$ cat src/rtl/ps2_mouse_packet_to_hid_queue_assert.svh
// ----------------------------------------------------------------------------
// ps2_mouse_packet_to_hid_queue assertion macros
// shared concurrent assertion forms, sampled on clk
// ----------------------------------------------------------------------------
`ifndef PS2_MOUSE_PACKET_TO_HID_QUEUE_ASSERT_SVH
`define PS2_MOUSE_PACKET_TO_HID_QUEUE_ASSERT_SVH

// check that holds outside reset
`define PS2MQ_ASSERT(lbl, prop, msg) \
    lbl: assert property (@(posedge clk) disable iff (!rst_n) prop) else $error(msg);

// check that holds at every edge, reset included
`define PS2MQ_ASSERT_ALWAYS(lbl, prop, msg) \
    lbl: assert property (@(posedge clk) prop) else $error(msg);

`endif

$ cat src/rtl/ps2mq_pkg.sv
`timescale 1ns / 1ps
// ----------------------------------------------------------------------------
// ps2mq_pkg
// shared types and constants of the ps/2 mouse to hid report queue
// ----------------------------------------------------------------------------
package ps2mq_pkg;

    // report ring, one slot always kept free
    localparam int QUEUE_DEPTH = 16;
    localparam int PTR_W       = $clog2(QUEUE_DEPTH);

    // command queue between front and back
    localparam int CMDQ_DEPTH  = 2;
    localparam int CMDQ_IDX_W  = $clog2(CMDQ_DEPTH);
    localparam int CMDQ_CNT_W  = $clog2(CMDQ_DEPTH + 1);

    // packet framing
    localparam logic [1:0] LAST_BYTE_POS = 2'd3;

    // status byte layout
    localparam int ST_X_SIGN = 4;
    localparam int ST_Y_SIGN = 5;
    localparam int ST_X_OVF  = 6;
    localparam int ST_Y_OVF  = 7;

    localparam logic [7:0] CLAMP_NEG = 8'h81; // -127
    localparam logic [7:0] CLAMP_POS = 8'h7F; // 127
    localparam logic [7:0] MOST_NEG  = 8'h80; // -128

    localparam int OUT_FIELDS_W = 8 + 3 + 8 + 8 + 8;
    localparam int OUT_TDATA_W  = ((OUT_FIELDS_W + 7) / 8) * 8;

    typedef enum logic
    {
        CMD_BYTE = 1'b0,
        CMD_POLL = 1'b1
    } cmd_kind_t;

    typedef struct packed
    {
        cmd_kind_t   kind;
        logic [7:0]  data;
    } cmd_t;

    typedef struct packed
    {
        logic [2:0]  buttons;
        logic [7:0]  x_move;
        logic [7:0]  y_move;
        logic [7:0]  wheel;
    } report_t;

    // saturate one axis from its sign and overflow bits
    function automatic logic [7:0] clamp_axis(input logic [7:0] raw,
                                              input logic       neg,
                                              input logic       ovf);
        logic [7:0] res;
        if (neg)
        begin
            res = (!ovf && raw[7] && (raw != MOST_NEG)) ? raw : CLAMP_NEG;
        end
        else
        begin
            res = (!ovf && !raw[7]) ? raw : CLAMP_POS;
        end
        return res;
    endfunction

endpackage

$ cat src/rtl/ps2_mouse_packet_to_hid_queue.sv
`timescale 1ns / 1ps
// ----------------------------------------------------------------------------
// ps2_mouse_packet_to_hid_queue
// ps/2 wheel-mouse bytes in, hid mouse reports out through a report ring
// ----------------------------------------------------------------------------
//
//  channel   dir  handshake            payload
//  -------   ---  -------------------  --------------------------------------
//  s_*       in   s_tvalid / s_tready  tuser: command, tdata: ps/2 byte
//  m_*       out  m_tvalid / m_tready  tdata: id, buttons, x, y, wheel
//  cfg_*     in   cfg_wen              cfg_wdata: report identifier
//
//  one transfer per cycle in while s_tready is high; the back end executes commands
//  from the registered command queue; a poll's report leaves the result register
//  a byte never waits in the back end; a poll waits while a result is held with
//  m_tready low, and then the two-entry command queue fills and s_tready drops
//  reset clears pointers, packet position and holding bytes; report id = 1
//  the ring has no clearing pass: a slot is only read after it is written
//
module ps2_mouse_packet_to_hid_queue
    import ps2mq_pkg::*;
(
    input  logic                    clk,
    input  logic                    rst_n,
    // input stream
    input  logic                    s_tvalid,
    output logic                    s_tready,
    input  logic [7:0]              s_tdata,   // [7:0] data_byte
    input  logic                    s_tuser,   // [0] command: 0 byte, 1 poll
    // report stream
    output logic                    m_tvalid,
    input  logic                    m_tready,
    output logic [OUT_TDATA_W-1:0]  m_tdata,   // [7:0] report_ident, [10:8] buttons,
                                               // [18:11] x_move, [26:19] y_move,
                                               // [34:27] wheel, rest zero
    // report identifier register
    input  logic                    cfg_wen,
    input  logic [7:0]              cfg_wdata
);

    // classified commands from front to back
    logic  cmd_valid;
    logic  cmd_ready;
    cmd_t  cmd;

    // front: takes transfers and queues tagged commands
    ps2mq_front u_front
    (
        .clk       (clk),
        .rst_n     (rst_n),
        .s_tvalid  (s_tvalid),
        .s_tready  (s_tready),
        .s_tdata   (s_tdata),
        .s_tuser   (s_tuser),
        .cmd_valid (cmd_valid),
        .cmd_ready (cmd_ready),
        .cmd       (cmd)
    );

    // back: builds packets, converts, stores and pops reports in order
    ps2mq_back u_back
    (
        .clk       (clk),
        .rst_n     (rst_n),
        .cmd_valid (cmd_valid),
        .cmd_ready (cmd_ready),
        .cmd       (cmd),
        .cfg_wen   (cfg_wen),
        .cfg_wdata (cfg_wdata),
        .m_tvalid  (m_tvalid),
        .m_tready  (m_tready),
        .m_tdata   (m_tdata)
    );

endmodule

$ cat src/rtl/ps2mq_front.sv
`timescale 1ns / 1ps
// ----------------------------------------------------------------------------
// ps2mq_front
// accepts stream items, tags them byte or poll, queues them for the back end
// ----------------------------------------------------------------------------
module ps2mq_front
    import ps2mq_pkg::*;
(
    input  logic        clk,
    input  logic        rst_n,
    input  logic        s_tvalid,
    output logic        s_tready,
    input  logic [7:0]  s_tdata,   // [7:0] data_byte
    input  logic        s_tuser,   // [0] command
    output logic        cmd_valid,
    input  logic        cmd_ready,
    output cmd_t        cmd
);

    cmd_t                   slot_reg [CMDQ_DEPTH];
    logic [CMDQ_IDX_W-1:0]  wr_idx_reg, wr_idx_next;
    logic [CMDQ_IDX_W-1:0]  rd_idx_reg, rd_idx_next;
    logic [CMDQ_CNT_W-1:0]  count_reg, count_next;
    cmd_t                   in_cmd;
    logic                   push, pop;

    always_comb
    begin
        in_cmd.kind = s_tuser ? CMD_POLL : CMD_BYTE;
        in_cmd.data = s_tdata;
    end

    assign s_tready  = (count_reg != CMDQ_CNT_W'(CMDQ_DEPTH));
    assign cmd_valid = (count_reg != '0);
    assign cmd       = slot_reg[rd_idx_reg];

    assign push = s_tvalid && s_tready;
    assign pop  = cmd_valid && cmd_ready;

    always_comb
    begin
        wr_idx_next = wr_idx_reg;
        rd_idx_next = rd_idx_reg;
        count_next  = count_reg;
        if (push)
        begin
            wr_idx_next = (wr_idx_reg == CMDQ_IDX_W'(CMDQ_DEPTH - 1)) ? '0 : wr_idx_reg + 1'b1;
        end
        if (pop)
        begin
            rd_idx_next = (rd_idx_reg == CMDQ_IDX_W'(CMDQ_DEPTH - 1)) ? '0 : rd_idx_reg + 1'b1;
        end
        if (push && !pop)
        begin
            count_next = count_reg + 1'b1;
        end
        else if (pop && !push)
        begin
            count_next = count_reg - 1'b1;
        end
    end

    always_ff @(posedge clk or negedge rst_n)
    begin
        if (!rst_n)
        begin
            wr_idx_reg <= '0;
            rd_idx_reg <= '0;
            count_reg  <= '0;
        end
        else
        begin
            wr_idx_reg <= wr_idx_next;
            rd_idx_reg <= rd_idx_next;
            count_reg  <= count_next;
        end
    end

    always_ff @(posedge clk)
    begin
        if (push)
        begin
            slot_reg[wr_idx_reg] <= in_cmd;
        end
    end

endmodule

$ cat src/rtl/ps2mq_back.sv
`timescale 1ns / 1ps
// ----------------------------------------------------------------------------
// ps2mq_back
// packet assembly, report conversion, report ring and result register
// ----------------------------------------------------------------------------
`include "ps2_mouse_packet_to_hid_queue_assert.svh"

module ps2mq_back
    import ps2mq_pkg::*;
(
    input  logic                    clk,
    input  logic                    rst_n,
    input  logic                    cmd_valid,
    output logic                    cmd_ready,
    input  cmd_t                    cmd,
    input  logic                    cfg_wen,
    input  logic [7:0]              cfg_wdata,
    output logic                    m_tvalid,
    input  logic                    m_tready,
    output logic [OUT_TDATA_W-1:0]  m_tdata
);

    report_t             ring_mem [QUEUE_DEPTH];
    logic [PTR_W-1:0]    wr_ptr_reg, wr_ptr_next;
    logic [PTR_W-1:0]    rd_ptr_reg, rd_ptr_next;
    logic [1:0]          byte_count_reg;
    logic [7:0]          status_reg, x_reg, y_reg;
    logic [7:0]          report_id_reg;
    logic                out_valid_reg;
    report_t             out_report_reg;
    logic [7:0]          out_ident_reg;

    logic                can_load, ring_empty, ring_full;
    logic                fire, byte_fire, pop_fire, push_fire;
    logic [7:0]          x_clamped, y_clamped;
    report_t             new_report;

    assign can_load   = !out_valid_reg || m_tready;
    assign ring_empty = (wr_ptr_reg == rd_ptr_reg);
    assign wr_ptr_next = (wr_ptr_reg == PTR_W'(QUEUE_DEPTH - 1)) ? '0 : wr_ptr_reg + 1'b1;
    assign rd_ptr_next = (rd_ptr_reg == PTR_W'(QUEUE_DEPTH - 1)) ? '0 : rd_ptr_reg + 1'b1;
    assign ring_full  = (wr_ptr_next == rd_ptr_reg);

    // bytes never wait; a poll waits only for room in the result register
    assign cmd_ready = (cmd.kind == CMD_BYTE) || can_load;
    assign fire      = cmd_valid && cmd_ready;
    assign byte_fire = fire && (cmd.kind == CMD_BYTE);
    assign pop_fire  = fire && (cmd.kind == CMD_POLL) && !ring_empty;
    assign push_fire = byte_fire && (byte_count_reg == LAST_BYTE_POS) && !ring_full;

    always_comb
    begin
        x_clamped = clamp_axis(x_reg, status_reg[ST_X_SIGN], status_reg[ST_X_OVF]);
        y_clamped = clamp_axis(y_reg, status_reg[ST_Y_SIGN], status_reg[ST_Y_OVF]);
        new_report.buttons = status_reg[2:0];
        new_report.x_move  = x_clamped;
        new_report.y_move  = 8'd0 - y_clamped;
        new_report.wheel   = 8'd0 - cmd.data;
    end

    always_ff @(posedge clk or negedge rst_n)
    begin
        if (!rst_n)
        begin
            byte_count_reg <= '0;
            status_reg     <= '0;
            x_reg          <= '0;
            y_reg          <= '0;
            wr_ptr_reg     <= '0;
            rd_ptr_reg     <= '0;
            report_id_reg  <= 8'd1;
            out_valid_reg  <= 1'b0;
        end
        else
        begin
            if (cfg_wen)
            begin
                report_id_reg <= cfg_wdata;
            end
            if (byte_fire)
            begin
                case (byte_count_reg)
                    2'd0:    status_reg <= cmd.data;
                    2'd1:    x_reg      <= cmd.data;
                    2'd2:    y_reg      <= cmd.data;
                    default: ;
                endcase
                byte_count_reg <= byte_count_reg + 1'b1;
            end
            if (push_fire)
            begin
                wr_ptr_reg <= wr_ptr_next;
            end
            if (pop_fire)
            begin
                rd_ptr_reg <= rd_ptr_next;
            end
            if (pop_fire)
            begin
                out_valid_reg <= 1'b1;
            end
            else if (m_tready)
            begin
                out_valid_reg <= 1'b0;
            end
        end
    end

    always_ff @(posedge clk)
    begin
        if (push_fire)
        begin
            ring_mem[wr_ptr_reg] <= new_report;
        end
    end

    always_ff @(posedge clk)
    begin
        if (pop_fire)
        begin
            out_report_reg <= ring_mem[rd_ptr_reg];
            out_ident_reg  <= report_id_reg;
        end
    end

    assign m_tvalid = out_valid_reg;
    assign m_tdata  = {(OUT_TDATA_W - OUT_FIELDS_W)'(0),
                       out_report_reg.wheel,
                       out_report_reg.y_move,
                       out_report_reg.x_move,
                       out_report_reg.buttons,
                       out_ident_reg};

    `PS2MQ_ASSERT(a_no_pop_empty, pop_fire |-> (wr_ptr_reg != rd_ptr_reg), "pop from empty ring")
    `PS2MQ_ASSERT(a_no_push_full, push_fire |=> (wr_ptr_reg != rd_ptr_reg), "push made ring look empty")
    `PS2MQ_ASSERT(a_pop_shows, pop_fire |=> out_valid_reg, "popped report not presented")
    `PS2MQ_ASSERT(a_no_overwrite, (out_valid_reg && !m_tready) |-> !pop_fire, "pending result overwritten")

endmodule
$ cat config.mk
export PLATFORM = sky130hd
export DESIGN_NAME = ps2_mouse_packet_to_hid_queue
export DESIGN_NICKNAME = d
export VERILOG_FILES = /design/src/rtl/ps2mq_pkg.sv /design/src/rtl/ps2_mouse_packet_to_hid_queue.sv /design/src/rtl/ps2mq_front.sv /design/src/rtl/ps2mq_back.sv
export VERILOG_INCLUDE_DIRS = /design/src /design/src/rtl
export SDC_FILE = /design/constraint.sdc
export NUM_CORES = 1
export LEC_CHECK = 0
export BUFFER_PORTS_ARGS = -buffer_cell sky130_fd_sc_hd__buf_2
export CELL_PAD_IN_SITES_DETAIL_PLACEMENT = 1
export CELL_PAD_IN_SITES_GLOBAL_PLACEMENT = 2
export CORE_AREA = 10 10 284 231
export CTS_CLUSTER_SIZE = 25
export DETAILED_ROUTE_END_ITERATION = 6
export DIE_AREA = 0 0 294 241
export PLACE_DENSITY = 0.63
export RECOVER_POWER = 25
export SLEW_MARGIN = 15
export SYNTH_ARGS = -nofsm -noshare
export SYNTH_HDL_FRONTEND = slang
export SYNTH_SLANG_ARGS = --single-unit
$ cat constraint.sdc
create_clock -name clk -period 7.84 [get_ports clk]
set_input_delay 0.784 -clock clk [delete_from_list [all_inputs] [get_ports clk]]
set_output_delay 0.784 -clock clk [all_outputs]
set_load 0.02 [all_outputs]
==> summary.txt <==
Status
  – Status: complete, but fails checks
  – Failing checks: capacitance limit, slew limit

STA
  – Fin crit period: 3660 ps
  – Pins over their slew limit: 47
  – Final setup vio count: 0
  – Fmax: 0.273 GHz
  – Slew @ Worst Pin: 2690 ps
  – RSZ-0062 raised after global routing: false
  – Final Hold Fails: 0
  – Clock skew: 23.2 ps
  – Slew HR: -79.4%
  – Tcrit/Tclk final: 46.7%
  – Setup TNS: 0 ps

Critical path
  – R2r startpoint: u_back.rd_ptr_reg[0]
  – Critical path type: reg2reg
  – Arrival @ worst endpoint: 4010 ps
  – R2R cell count: 7
  – Critical Path RT: 8190 ps
  – Max stage delay cell, worst path: buf_4
  – Worst path cell trace: buf_4 > buf_4 > mux2_2 > o21ai_0 > a21oi_1 > o21ai_0 > nand2_1
  – Worst setup EP type: flop
  – Reg2reg end: u_back.m_tdata[23]
  – Internal reg-to-reg setup slack: 4180 ps
  – Worst-path fanout max: 52
  – Worst path max stage delay: 840 ps
  – CP Launch Type: flop
  – Crit path from: u_back.rd_ptr_reg[0]

Finish
  – Area Overhead vs Synth: 14.3%
  – Share of cells above drive strength 1: 17.8%
  – NumNets Final: 1266
  – Multi-input logic area: 0.00485 mm^2
  – Leading cell type in the layout, fill and taps excluded: edfxtp_1
  – Most frequent cells in the layout: edfxtp_1 (485), mux2i_1 (89), o21ai_0 (87), clkbuf_1 (67), nand2_1 (65)
  – Number of fill cells: 5772
  – Number of flip-flops in the largest register: 432
  – Fin util: 39.8%
  – Register area: 0.0157 mm^2

Die
  – Ports: 64
  – Core area: 0.0596 mm^2
  – # rows: 80
  – DIE HEIGHT: 241 um
  – Starting Density: 34.8%
  – Chip width: 294 um
  – Die ar.: 0.0709 mm^2

Yosys
  – EDFF count, synth: 485
  – Synth area leaders: edfxtp_1 (70%), mux4_2 (5.9%), dfrtp_1 (5.4%), mux2i_1 (4.3%), o21ai_0 (2.1%)
  – Synthesized area: 0.0207 mm^2
  – Synthesized area per cell: 18.1 um^2
  – Synth top area share: 70.2%
  – FFs w/ async S/R, synth: 8.66%
  – Yosys reg bits: 531
  – Ys flop type: edfxtp_1
  – Post-synth cell types: 47
  – Post-synthesis sequential area ratio: 75.8%
  – Yosys top cell by area: edfxtp_1
  – Warnings from Yosys: 0
  – Post-Syn Instances: 1147

Routing
  – DRT iter0 DRCs: 849
  – Post-Route WL: 52600 um
  – Avg WL per Cell: 25.6 um
  – DR pass1 iterations: 5
  – Routed Antenna Nets: 0
  – Total number of vias: 10700
  – Drc violations: 0
  – Via-to-Cell Ratio: 5.19

Clock tree
  – Cts bufs inserted: 55
  – H-tree Lvls: 2
  – Num Clock Sinks: 531
  – Later-pin clock latency in the skew report: 610 ps
  – Hold-fix buffers at CTS: 0
  – Post-CTS setup buffers: 0
  – Root buffer cell: clkbuf_16
  – Post-CTS sizing: 0
  – CTS tree: built
  – Max Buffers Root-to-Sink: 3
  – Clk slew on worst S/H paths: 60 ps

Hold path
  – Worst Hold Path EP: u_front.slot_reg[0][5]
  – Hold Path Class: in2reg
  – Hold_sp: s_tdata[5]
  – Hold Path Stages: 1

Global routing
  – Total grt overflow: 0
  – First-pass GRT wire length: 77400 um
  – Total GRT Usage: 14.8%
  – Largest net degree at the start of global routing: 60
  – Initial antenna violation count: 0
  – Vias in the first global route: 11500

Job
  – Max capacitance violation total: 1

Placement
  – PortBufs: 58
  – Routability Congestion: 0.745
  – DP HPWL: 30700 um

Power
  – Peak VDD IR: 0.000185 V
  – Leak Pwr: 7.92 nW
  – Pwr dens: 412 mW/mm^2
[stage by stage]
stage          power [mW]  std cells  area, um^2  hold WS (ps)  setup WS, ps
6_report             9.77       2054       23700           362          4180
5_1_grt              10.3       2052       23700           342          3840
4_1_cts              9.93       2050       23700           278          4100
3_5_place_dp         7.47       1953       22100           431          4120
3_3_place_gp         7.37       1953       22100           427          4170
2_1_floorplan        6.17       1151       20800           421          4000
[synthesized netlist by cell type (4+ instances only)]
| cell type | n |
|---|---|
| a21o_1 | 7 |
| a21oi_1 | 36 |
| a221oi_1 | 27 |
| a22oi_1 | 27 |
| and2_1 | 4 |
| buf_2 | 20 |
| buf_4 | 7 |
| clkbuf_1 | 33 |
| dfrtp_1 | 45 |
| edfxtp_1 | 485 |
| ha_1 | 11 |
| inv_1 | 10 |
| mux2_2 | 38 |
| mux2i_1 | 89 |
| mux4_2 | 54 |
| nand2_1 | 66 |
| nor2_1 | 30 |
| nor3_1 | 6 |
| o211ai_1 | 4 |
| o21ai_0 | 86 |
| xnor2_1 | 14 |
| xor2_1 | 9 |
[worst max-delay path by stage]
stage / to / cells past startpoint
finish: u_back.m_tdata[23] / 7
global route: u_back.m_tdata[21] / 7
CTS: u_back.m_tdata[23] / 7
detailed placement: u_back.m_tdata[23] / 7
global placement: u_back.m_tdata[26] / 7
floorplan: u_back.ring_mem[3][0] / 5
[kinds of logic (layout without fill, tap and decap cells)]
family	count (synthesis)	in the layout	synth area share, %
mux	183	183	12.4
buf+inv	73	195	1.64
fa+ha+maj	11	11	0.663
simple gates	126	126	2.66
flops	531	531	75.8
other cells	1	7	0.0181
compound gates	198	198	5.86
xor+xnor	24	24	1.05
[where the power goes]
part	leakage, nW	internal (mW)	switching, mW
Clock	0.790	1.38	1.06
Combinational	2.19	0.974	2.11
Sequential	4.94	3.97	0.275
[worst max-delay path: cells and delay by family (launching register included)]
family	cells	cell delay, ps
DFF	1	820
muxes	1	410
buffers and inverters	2	1590
AOI/OAI and AO/OA	3	450
and+or+nand+nor	1	80
[layout make-up]
cell class	instances	share of cell area, %
diodes	2	0.0211
clock buffers	78	6.30
clock inverters	19	0.607
inverters	10	0.158
multi-input cells	547	20.5
flip-flops and latches	531	66.3
well taps	779	4.11
repair buffers	88	2.01
[metal layers]
layer	track usage (%)	vias up	part of all wire, %
met5	0	-	0
met4	4.11	0	2.0
met3	3.24	77	5.4
met2	21.6	215	43
met1	21.7	5644	49
li1	-	4722	-
(Power assumes the default switching activity.)
